<file path="config.mk">
export PLATFORM = sky130hd
export DESIGN_NAME = block_reversal_cipher
export DESIGN_NICKNAME = d
export VERILOG_FILES = /design/src/rtl/brc_pkg.sv /design/src/rtl/brc_ctrl.sv /design/src/rtl/brc_datapath.sv /design/src/rtl/block_reversal_cipher.sv
export VERILOG_INCLUDE_DIRS = /design/src /design/src/rtl
export SDC_FILE = /design/constraint.sdc
export NUM_CORES = 1
export LEC_CHECK = 0
export CAP_MARGIN = 10
export CORE_MARGIN = 4
export CORE_UTILIZATION = 57
export CTS_CLUSTER_SIZE = 8
export DETAILED_ROUTE_END_ITERATION = 7
export DONT_BUFFER_PORTS = 1
export MAX_ROUTING_LAYER = met4
export PLACE_DENSITY_LB_ADDON = 0.25
export SLEW_MARGIN = 20
export SYNTH_ARGS = -nofsm -noshare
export SYNTH_HDL_FRONTEND = slang
export SYNTH_SLANG_ARGS = --single-unit
</file>
<file path="constraint.sdc">
create_clock -name i_clk -period 7.7 [get_ports i_clk]
set_input_delay 0 -clock i_clk [delete_from_list [all_inputs] [get_ports i_clk]]
set_output_delay 0 -clock i_clk [all_outputs]
set_load 0.05 [all_outputs]
</file>
<file path="src/rtl/assert_macros.svh">
// Assertion macros shared by the block reversal cipher RTL.
`ifndef ASSERT_MACROS_SVH
`define ASSERT_MACROS_SVH

`ifndef NO_ASSERTIONS

// Clocked property, disabled while reset is asserted (reset active low).
`define ASSERT_PROP(lbl, clk, rst_n, prop) \
    lbl: assert property (@(posedge clk) disable iff (!(rst_n)) (prop)) \
        else $error("assertion failed");

// Condition that must never be true outside reset.
`define ASSERT_NEVER(lbl, clk, rst_n, expr) \
    lbl: assert property (@(posedge clk) disable iff (!(rst_n)) !(expr)) \
        else $error("forbidden condition seen");

`else

`define ASSERT_PROP(lbl, clk, rst_n, prop)
`define ASSERT_NEVER(lbl, clk, rst_n, expr)

`endif

`endif

</file>
<file path="src/rtl/brc_pkg.sv">
// Types and constants of the block reversal cipher.
package brc_pkg;

    localparam int CHAR_W     = 21;
    localparam int CFG_DATA_W = 6;
    localparam int CFG_IDX_W  = 2;
    localparam int MIN_SHRUNK = 2;

    localparam logic [CFG_DATA_W-1:0] INIT_SIZE_RST = 6'd4;

    // register indexes of the configuration port
    localparam logic [CFG_IDX_W-1:0] CFG_INIT_SIZE = 2'd0;
    localparam logic [CFG_IDX_W-1:0] CFG_SHRINK    = 2'd1;

    typedef enum logic {
        S_FILL,
        S_DRAIN
    } t_brc_state;

    typedef struct packed {
        logic in_ready;
        logic accept;
        logic load;
    } t_brc_cmd;

    typedef struct packed {
        logic block_done;
        logic idx_zero;
        logic out_free;
    } t_brc_sts;

endpackage

</file>
<file path="src/rtl/brc_ctrl.sv">
// Fill/drain controller of the block reversal cipher.
`include "assert_macros.svh"
module brc_ctrl import brc_pkg::*; (
    input  logic     i_clk,
    input  logic     i_rst_n,
    input  logic     i_in_valid,
    input  t_brc_sts i_sts,
    output t_brc_cmd o_cmd
);

    t_brc_state r_state;
    t_brc_state n_state;

    always_ff @(posedge i_clk) begin
        if (!i_rst_n) begin
            r_state <= S_FILL;
        end else begin
            r_state <= n_state;
        end
    end

    always_comb begin
        n_state      = r_state;
        o_cmd        = '0;
        case (r_state)
            S_FILL: begin
                o_cmd.in_ready = 1'b1;
                o_cmd.accept   = i_in_valid;
                if (i_in_valid && i_sts.block_done) begin
                    n_state = S_DRAIN;
                end
            end
            S_DRAIN: begin
                o_cmd.load = i_sts.out_free;
                // last read of the block goes out, back to collecting
                if (i_sts.out_free && i_sts.idx_zero) begin
                    n_state = S_FILL;
                end
            end
            default: begin
                n_state = S_FILL;
            end
        endcase
    end

    `ASSERT_PROP(a_drain_entry, i_clk, i_rst_n,
        (r_state == S_FILL) && !(i_in_valid && i_sts.block_done) |=> (r_state == S_FILL))
    `ASSERT_PROP(a_drain_exit, i_clk, i_rst_n,
        (r_state == S_DRAIN) && !(i_sts.out_free && i_sts.idx_zero) |=> (r_state == S_DRAIN))

endmodule

</file>
<file path="src/rtl/brc_datapath.sv">
// Block buffer, counters and output register of the block reversal cipher.
`include "assert_macros.svh"
module brc_datapath import brc_pkg::*; #(
    parameter int MAX_BLOCK = 32
) (
    input  logic                  i_clk,
    input  logic                  i_rst_n,
    input  logic [CFG_DATA_W-1:0] i_init_size,
    input  logic                  i_shrink_en,
    input  logic [CHAR_W-1:0]     i_in_char,
    input  logic                  i_text_end,
    input  logic                  i_out_ready,
    input  t_brc_cmd              i_cmd,
    output t_brc_sts              o_sts,
    output logic                  o_out_valid,
    output logic [CHAR_W-1:0]     o_out_char,
    output logic                  o_block_last,
    output logic                  o_text_last
);

    localparam int IDX_W      = $clog2(MAX_BLOCK);
    localparam int CNT_W      = $clog2(MAX_BLOCK + 1);
    localparam int INIT_EXT_W = CFG_DATA_W + 1;

    logic [CHAR_W-1:0] r_mem [MAX_BLOCK];

    logic [CNT_W-1:0]  r_fill;
    logic [CNT_W-1:0]  r_size;
    logic              r_in_text;
    logic              r_last;
    logic [IDX_W-1:0]  r_rd_idx;
    logic              r_out_valid;
    logic [CHAR_W-1:0] r_out_char;
    logic              r_block_last;
    logic              r_text_last;

    logic [INIT_EXT_W-1:0] init_ext;
    logic [CNT_W-1:0]      size_init;
    logic [CNT_W-1:0]      size_eff;
    logic [CNT_W-1:0]      fill_eff;
    logic [CNT_W-1:0]      fill_next;
    logic [CNT_W-1:0]      size_after;
    logic [IDX_W-1:0]      wr_idx;
    logic                  block_done;

    // size of zero acts as one, above the buffer depth acts as the depth
    always_comb begin
        init_ext = {1'b0, i_init_size};
        if (init_ext == '0) begin
            size_init = CNT_W'(1);
        end else if (init_ext > INIT_EXT_W'(MAX_BLOCK)) begin
            size_init = CNT_W'(MAX_BLOCK);
        end else begin
            size_init = CNT_W'(init_ext);
        end
    end

    // first character of a text starts from the programmed size
    assign size_eff   = r_in_text ? r_size : size_init;
    assign fill_eff   = r_in_text ? r_fill : '0;
    assign fill_next  = fill_eff + CNT_W'(1);
    assign wr_idx     = fill_eff[IDX_W-1:0];
    assign block_done = (fill_next >= size_eff) || i_text_end;
    assign size_after = (i_shrink_en && (size_eff > CNT_W'(MIN_SHRUNK)))
                        ? size_eff - CNT_W'(1) : size_eff;

    assign o_sts.block_done = block_done;
    assign o_sts.idx_zero   = (r_rd_idx == '0);
    assign o_sts.out_free   = !r_out_valid || i_out_ready;

    always_ff @(posedge i_clk) begin
        if (i_cmd.accept) begin
            r_mem[wr_idx] <= i_in_char;
        end
    end

    always_ff @(posedge i_clk) begin
        if (!i_rst_n) begin
            r_fill    <= '0;
            r_size    <= CNT_W'(1);
            r_in_text <= 1'b0;
            r_last    <= 1'b0;
            r_rd_idx  <= '0;
        end else if (i_cmd.accept) begin
            r_size    <= block_done ? size_after : size_eff;
            r_fill    <= block_done ? '0 : fill_next;
            r_in_text <= !(block_done && i_text_end);
            if (block_done) begin
                r_last   <= i_text_end;
                r_rd_idx <= wr_idx;
            end
        end else if (i_cmd.load && (r_rd_idx != '0)) begin
            r_rd_idx <= r_rd_idx - IDX_W'(1);
        end
    end

    // output register doubles as the buffer's registered read
    always_ff @(posedge i_clk) begin
        if (!i_rst_n) begin
            r_out_valid <= 1'b0;
        end else if (i_cmd.load) begin
            r_out_valid <= 1'b1;
        end else if (i_out_ready) begin
            r_out_valid <= 1'b0;
        end
    end

    always_ff @(posedge i_clk) begin
        if (i_cmd.load) begin
            r_out_char   <= r_mem[r_rd_idx];
            r_block_last <= (r_rd_idx == '0);
            r_text_last  <= (r_rd_idx == '0) && r_last;
        end
    end

    assign o_out_valid  = r_out_valid;
    assign o_out_char   = r_out_char;
    assign o_block_last = r_block_last;
    assign o_text_last  = r_text_last;

    `ASSERT_PROP(a_last_read_marks_end, i_clk, i_rst_n,
        i_cmd.load && (r_rd_idx == '0) |=> o_out_valid && o_block_last)
    `ASSERT_NEVER(a_text_last_in_block, i_clk, i_rst_n,
        o_out_valid && o_text_last && !o_block_last)
    `ASSERT_PROP(a_fill_below_size, i_clk, i_rst_n,
        r_in_text |-> (r_fill < r_size))
    `ASSERT_NEVER(a_accept_while_drain, i_clk, i_rst_n,
        i_cmd.accept && i_cmd.load)

endmodule

</file>
<file path="src/rtl/block_reversal_cipher.sv">
// Block reversal cipher: top level with configuration registers.
// Characters are collected into a MAX_BLOCK-deep buffer, one accepted item per
// cycle while a block fills. When the block is full, or text_end arrives, the
// block is read back in reverse order from the buffer's single read port, one
// result item per cycle while the output side takes them; no input is taken
// during that drain. Once the closing item is accepted the controller enters its
// drain state, and each result item of the block is then delivered through the
// output register. block_last flags the final character of each block and
// text_last the final character of the text. initial_block_size is clamped to
// 1..MAX_BLOCK and is loaded at the first character of each text; with
// shrink_enable set the size drops by one per block while above two.
// MAX_BLOCK may range from 2 to 64. Configuration writes are always ready.
module block_reversal_cipher import brc_pkg::*; #(
    parameter int MAX_BLOCK = 32
) (
    input  logic                  i_clk,
    input  logic                  i_rst_n,
    input  logic                  i_cfg_valid,
    output logic                  o_cfg_ready,
    input  logic [CFG_IDX_W-1:0]  i_cfg_index,
    input  logic [CFG_DATA_W-1:0] i_cfg_data,
    input  logic                  i_in_valid,
    output logic                  o_in_ready,
    input  logic [CHAR_W-1:0]     i_in_char,
    input  logic                  i_text_end,
    output logic                  o_out_valid,
    input  logic                  i_out_ready,
    output logic [CHAR_W-1:0]     o_out_char,
    output logic                  o_block_last,
    output logic                  o_text_last
);

    logic [CFG_DATA_W-1:0] r_init_size;
    logic                  r_shrink_en;

    t_brc_cmd cmd;
    t_brc_sts sts;

    assign o_cfg_ready = 1'b1;

    always_ff @(posedge i_clk) begin
        if (!i_rst_n) begin
            r_init_size <= INIT_SIZE_RST;
            r_shrink_en <= 1'b0;
        end else if (i_cfg_valid) begin
            case (i_cfg_index)
                CFG_INIT_SIZE: r_init_size <= i_cfg_data;
                CFG_SHRINK:    r_shrink_en <= i_cfg_data[0];
                default: begin
                end
            endcase
        end
    end

    brc_ctrl u_ctrl (
        .i_clk      (i_clk),
        .i_rst_n    (i_rst_n),
        .i_in_valid (i_in_valid),
        .i_sts      (sts),
        .o_cmd      (cmd)
    );

    brc_datapath #(
        .MAX_BLOCK (MAX_BLOCK)
    ) u_datapath (
        .i_clk        (i_clk),
        .i_rst_n      (i_rst_n),
        .i_init_size  (r_init_size),
        .i_shrink_en  (r_shrink_en),
        .i_in_char    (i_in_char),
        .i_text_end   (i_text_end),
        .i_out_ready  (i_out_ready),
        .i_cmd        (cmd),
        .o_sts        (sts),
        .o_out_valid  (o_out_valid),
        .o_out_char   (o_out_char),
        .o_block_last (o_block_last),
        .o_text_last  (o_text_last)
    );

    assign o_in_ready = cmd.in_ready;

endmodule
</file>
==> impl_metrics.py <==
metrics = {
    "outcome": {
        "status": "finished clean",
    },
    "synthesis": {
        "synth_mux_area_share_pct": 18.0,
        "synth.top_cell.area_share_pct": 74.5,
        "synthXorXnorAreaFrac_pct": 0.0938,
        "ys_warn_count": 0,
        "synth_top_family_by_area": "multiplexers",
        "synth_area_sq_um": 28000,
        "ys_seq_area_share_pct": 76.5,
        "synth_compound_area_share_pct": 1.51,
        "synthSimpleGateAreaFrac_pct": 1.96,
        "synthesis.instances": 1244,
        "yosysTopAreaCell": "edfxtp_1",
        "ys_ff_latch": 723,
        "postSynthAreaPerCell_sq_um": 22.5,
        "ys_types": 54,
        "synth-edff-count": 695,
        "synthArstFlopShare_pct": 0,
        "synth_flop_cell": "edfxtp_1",
        "synthesis.nets": 1293,
        "synth.area.top_cells": "edfxtp_1 (75%), mux4_2 (17%), dfxtp_1 (2.0%)",
        "synthAdderAreaFrac_pct": 0.625,
    },
    "floorplanning": {
        "die_area_sq_um": 52700,
        "io_pins": 61,
        "coreArea_sq_um": 48100,
        "die_h_um": 230,
        "start_util_pct": 58.2,
        "rows": 80,
        "die_w_um": 230,
    },
    "sta": {
        "fmax_ghz": 0.246,
        "finalClockSkew_ps": 32.2,
        "setup_viol": 0,
        "slew_violations": 0,
        "setup_ws_ps": 3630,
        "maxSlewHeadroom_pct": 22.1,
        "hold_violations": 0,
        "rsz0062_at_grt": "false",
        "tightest_slew_ps": 1170,
        "finalSetupTns_ps": 0,
        "fin_crit_ps": 4070,
        "fin_crit_sh_pct": 52.8,
    },
    "global_routing": {
        "grt_pass1_wl_mm": 93.9,
        "grt-ovfl-total": 0,
        "grt_max_degree": 141,
        "grtUsageTotal_pct": 25.5,
        "grt_pass1_vias": 13700,
        "antenna_found_initial": 1,
    },
    "power": {
        "power.leakage_nw": 9.81,
        "power.total_w": 0.00840,
        "vdd_drop_max_v": 0.000219,
        "internal-power_w": 0.00675,
        "power_density_nw_per_um2": 262,
        "pwr-share-seq_pct": 52.1,
        "combPwrFrac_pct": 2.1,
        "p_switching_w": 0.00165,
        "power_frac_clock_pct": 45.8,
        "swShare_pct": 19.7,
    },
    "clock_tree": {
        "hold_buffers": 38,
        "numCtsBuffers": 100,
        "post_cts_resized": 0,
        "clk_path_buf_depth": 3,
        "cts_sinks": 723,
        "clk_root_buffer_cell": "clkbuf_16",
        "clk_pin_slew_ps": 50,
        "postCtsSetupRepairBufs": 0,
        "htree_levels": 3,
        "cts_tree": "done",
        "insertion_delay_ps": 650,
    },
    "worst_setup_path": {
        "arrival_ps": 4570,
        "worstSetupEndpointType": "flip-flop",
        "required_ps": 8210,
        "start_kind": "flip-flop",
        "critPathMaxFanout": 21,
        "worstSetupPathType": "reg2reg",
    },
    "layout": {
        "drive_above_1_share_pct": 30.5,
        "finalNetCount": 1412,
        "synthToLayoutAreaGrowth_pct": 14.5,
        "finish.instance_area_sq_um": 32100,
        "fin_util_pct": 66.6,
    },
    "drt": {
        "drtIter0Drc": 1569,
        "drt-total-wl_mm": 63.6,
        "post_drt_wl_per_cell_um": 31.1,
        "vias": 13300,
        "drc": 0,
        "viasPerCell": 6.51,
        "drtPass1Iterations": 5,
        "antenna_left": 0,
    },
    "place": {
        "place.gp.congestion": 0.818,
        "place_area_sq_um": 29000,
        "port_buffers": 0,
        "place_ws_ps": 3690,
        "hpwl_mm": 32.5,
    },
    "min_path": {
        "hold_class": "in2reg",
    },
    "run": {
        "drv_cap": 0,
    },
}
## cells in the final DEF, fill, tap and decap left out, drive strengths merged, types with 3 or more instances in the layout
| cell type | n |
|---|---|
| a21oi | 18 |
| a22oi | 4 |
| buf | 44 |
| clkbuf | 117 |
| clkinv | 5 |
| dfxtp | 28 |
| dlygate4sd3 | 38 |
| edfxtp | 695 |
| ha | 14 |
| inv | 16 |
| mux2 | 21 |
| mux2i | 8 |
| mux4 | 210 |
| nand2 | 27 |
| nand3 | 17 |
| nor2 | 51 |
| nor2b | 6 |
| nor3 | 6 |
| o211ai | 4 |
| o21ai | 10 |
| o31a | 3 |
| o31ai | 6 |
## cell type report
type | instances | area (sq um)
clock inverters | 7 | 104
repair buffers | 82 | 726
clock buffers | 117 | 2610
flip-flops and latches | 723 | 21400
inverters | 14 | 52.6
diodes | 1 | 2.50
well taps | 656 | 821
fillers | 2970 | 16100
multi-input cells | 442 | 6320
## through the flow
| step | hold slack (ps) | cells |
|---|---|---|
| 2_1_floorplan | 98.9 | 1244 |
| 3_3_place_gp | 66.6 | 1875 |
| 4_1_cts | 12.8 | 2037 |
| 3_5_place_dp | 82.6 | 1875 |
| 5_1_grt | 39.2 | 2042 |
| 6_report | 52.3 | 2042 |
## Yosys cell counts (3+ instances only)
master    count
a21oi_1      18
a22oi_1       4
buf_1         4
buf_2         9
buf_4        10
clkbuf_1     41
dfxtp_1      28
edfxtp_1    695
ha_1         14
inv_1        10
inv_2         3
mux2_2       21
mux2i_1       8
mux4_2      210
nand2_1      27
nand3_1      17
nor2_1       51
nor2b_1       6
nor3_1        6
o211ai_1      4
o21ai_0       3
o21ai_1       7
o31a_1        3
o31ai_1       6
## cell families after synthesis
family                     count (synthesis)
AOI/OAI and AO/OA                         63
xor gates and xnor gates                   3
adders and majority gates                 14
buffers and inverters                     79
DFF                                      723
muxes                                    239
other                                      1
and+or+nand+nor                          122
## worst max-delay path, cell delays in order (launching register included)
cell,delay (ps)
dfxtp_1,820
nand2_1,250
inv_1,190
ha_1,220
nand3_1,100
xor2_1,160
nor2_1,150
ha_1,280
a21o_1,200
a211o_1,300
a41oi_1,580
buf_4,320
nor3_1,70
o31a_1,310
## flip-flops by register name, summed over array words and instances (netlist names), 5 cells and up
name	cells
r_init_size	6
u_datapath.r_rd_idx	5
u_datapath.r_mem	672
u_datapath.r_size	6
u_datapath.r_fill	6
u_datapath.o_out_char	21
## layer usage
| metal | vias to the layer above | global-route usage (%) | share of wire (%) |
|---|---|---|---|
| met4 | 0 | 6.22 | 1.9 |
| li1 | 5459 | - | - |
| met3 | 87 | 6.29 | 9.4 |
| met2 | 678 | 39.3 | 49 |
| met1 | 7076 | 35.5 | 40 |
| met5 | - | - | 0 |
## power groups by stage
stage	sequential, W	combinational [W]	clock [W]
5_1_grt	0.00437	0.000197	0.00411
3_5_place_dp	0.00445	0.000116	0
2_1_floorplan	0.00444	0.0000900	0
6_report	0.00438	0.000179	0.00385
3_3_place_gp	0.00445	0.000114	0
4_1_cts	0.00438	0.000178	0.00391
## final timing paths
path | end | cells after the start | startpoint | slack, ps
max | u_datapath.r_rd_idx[4] | 13 | u_datapath.r_in_text | 3630
min | r_init_size[2] | 3 | i_cfg_data[2] | 50
max reg2reg | u_datapath.r_rd_idx[4] | 13 | u_datapath.r_in_text | 3630
min reg2reg | u_datapath.r_fill[0] | 2 | u_datapath.r_fill[0] | 470
Note: power is estimated with default switching activity, not from simulation.
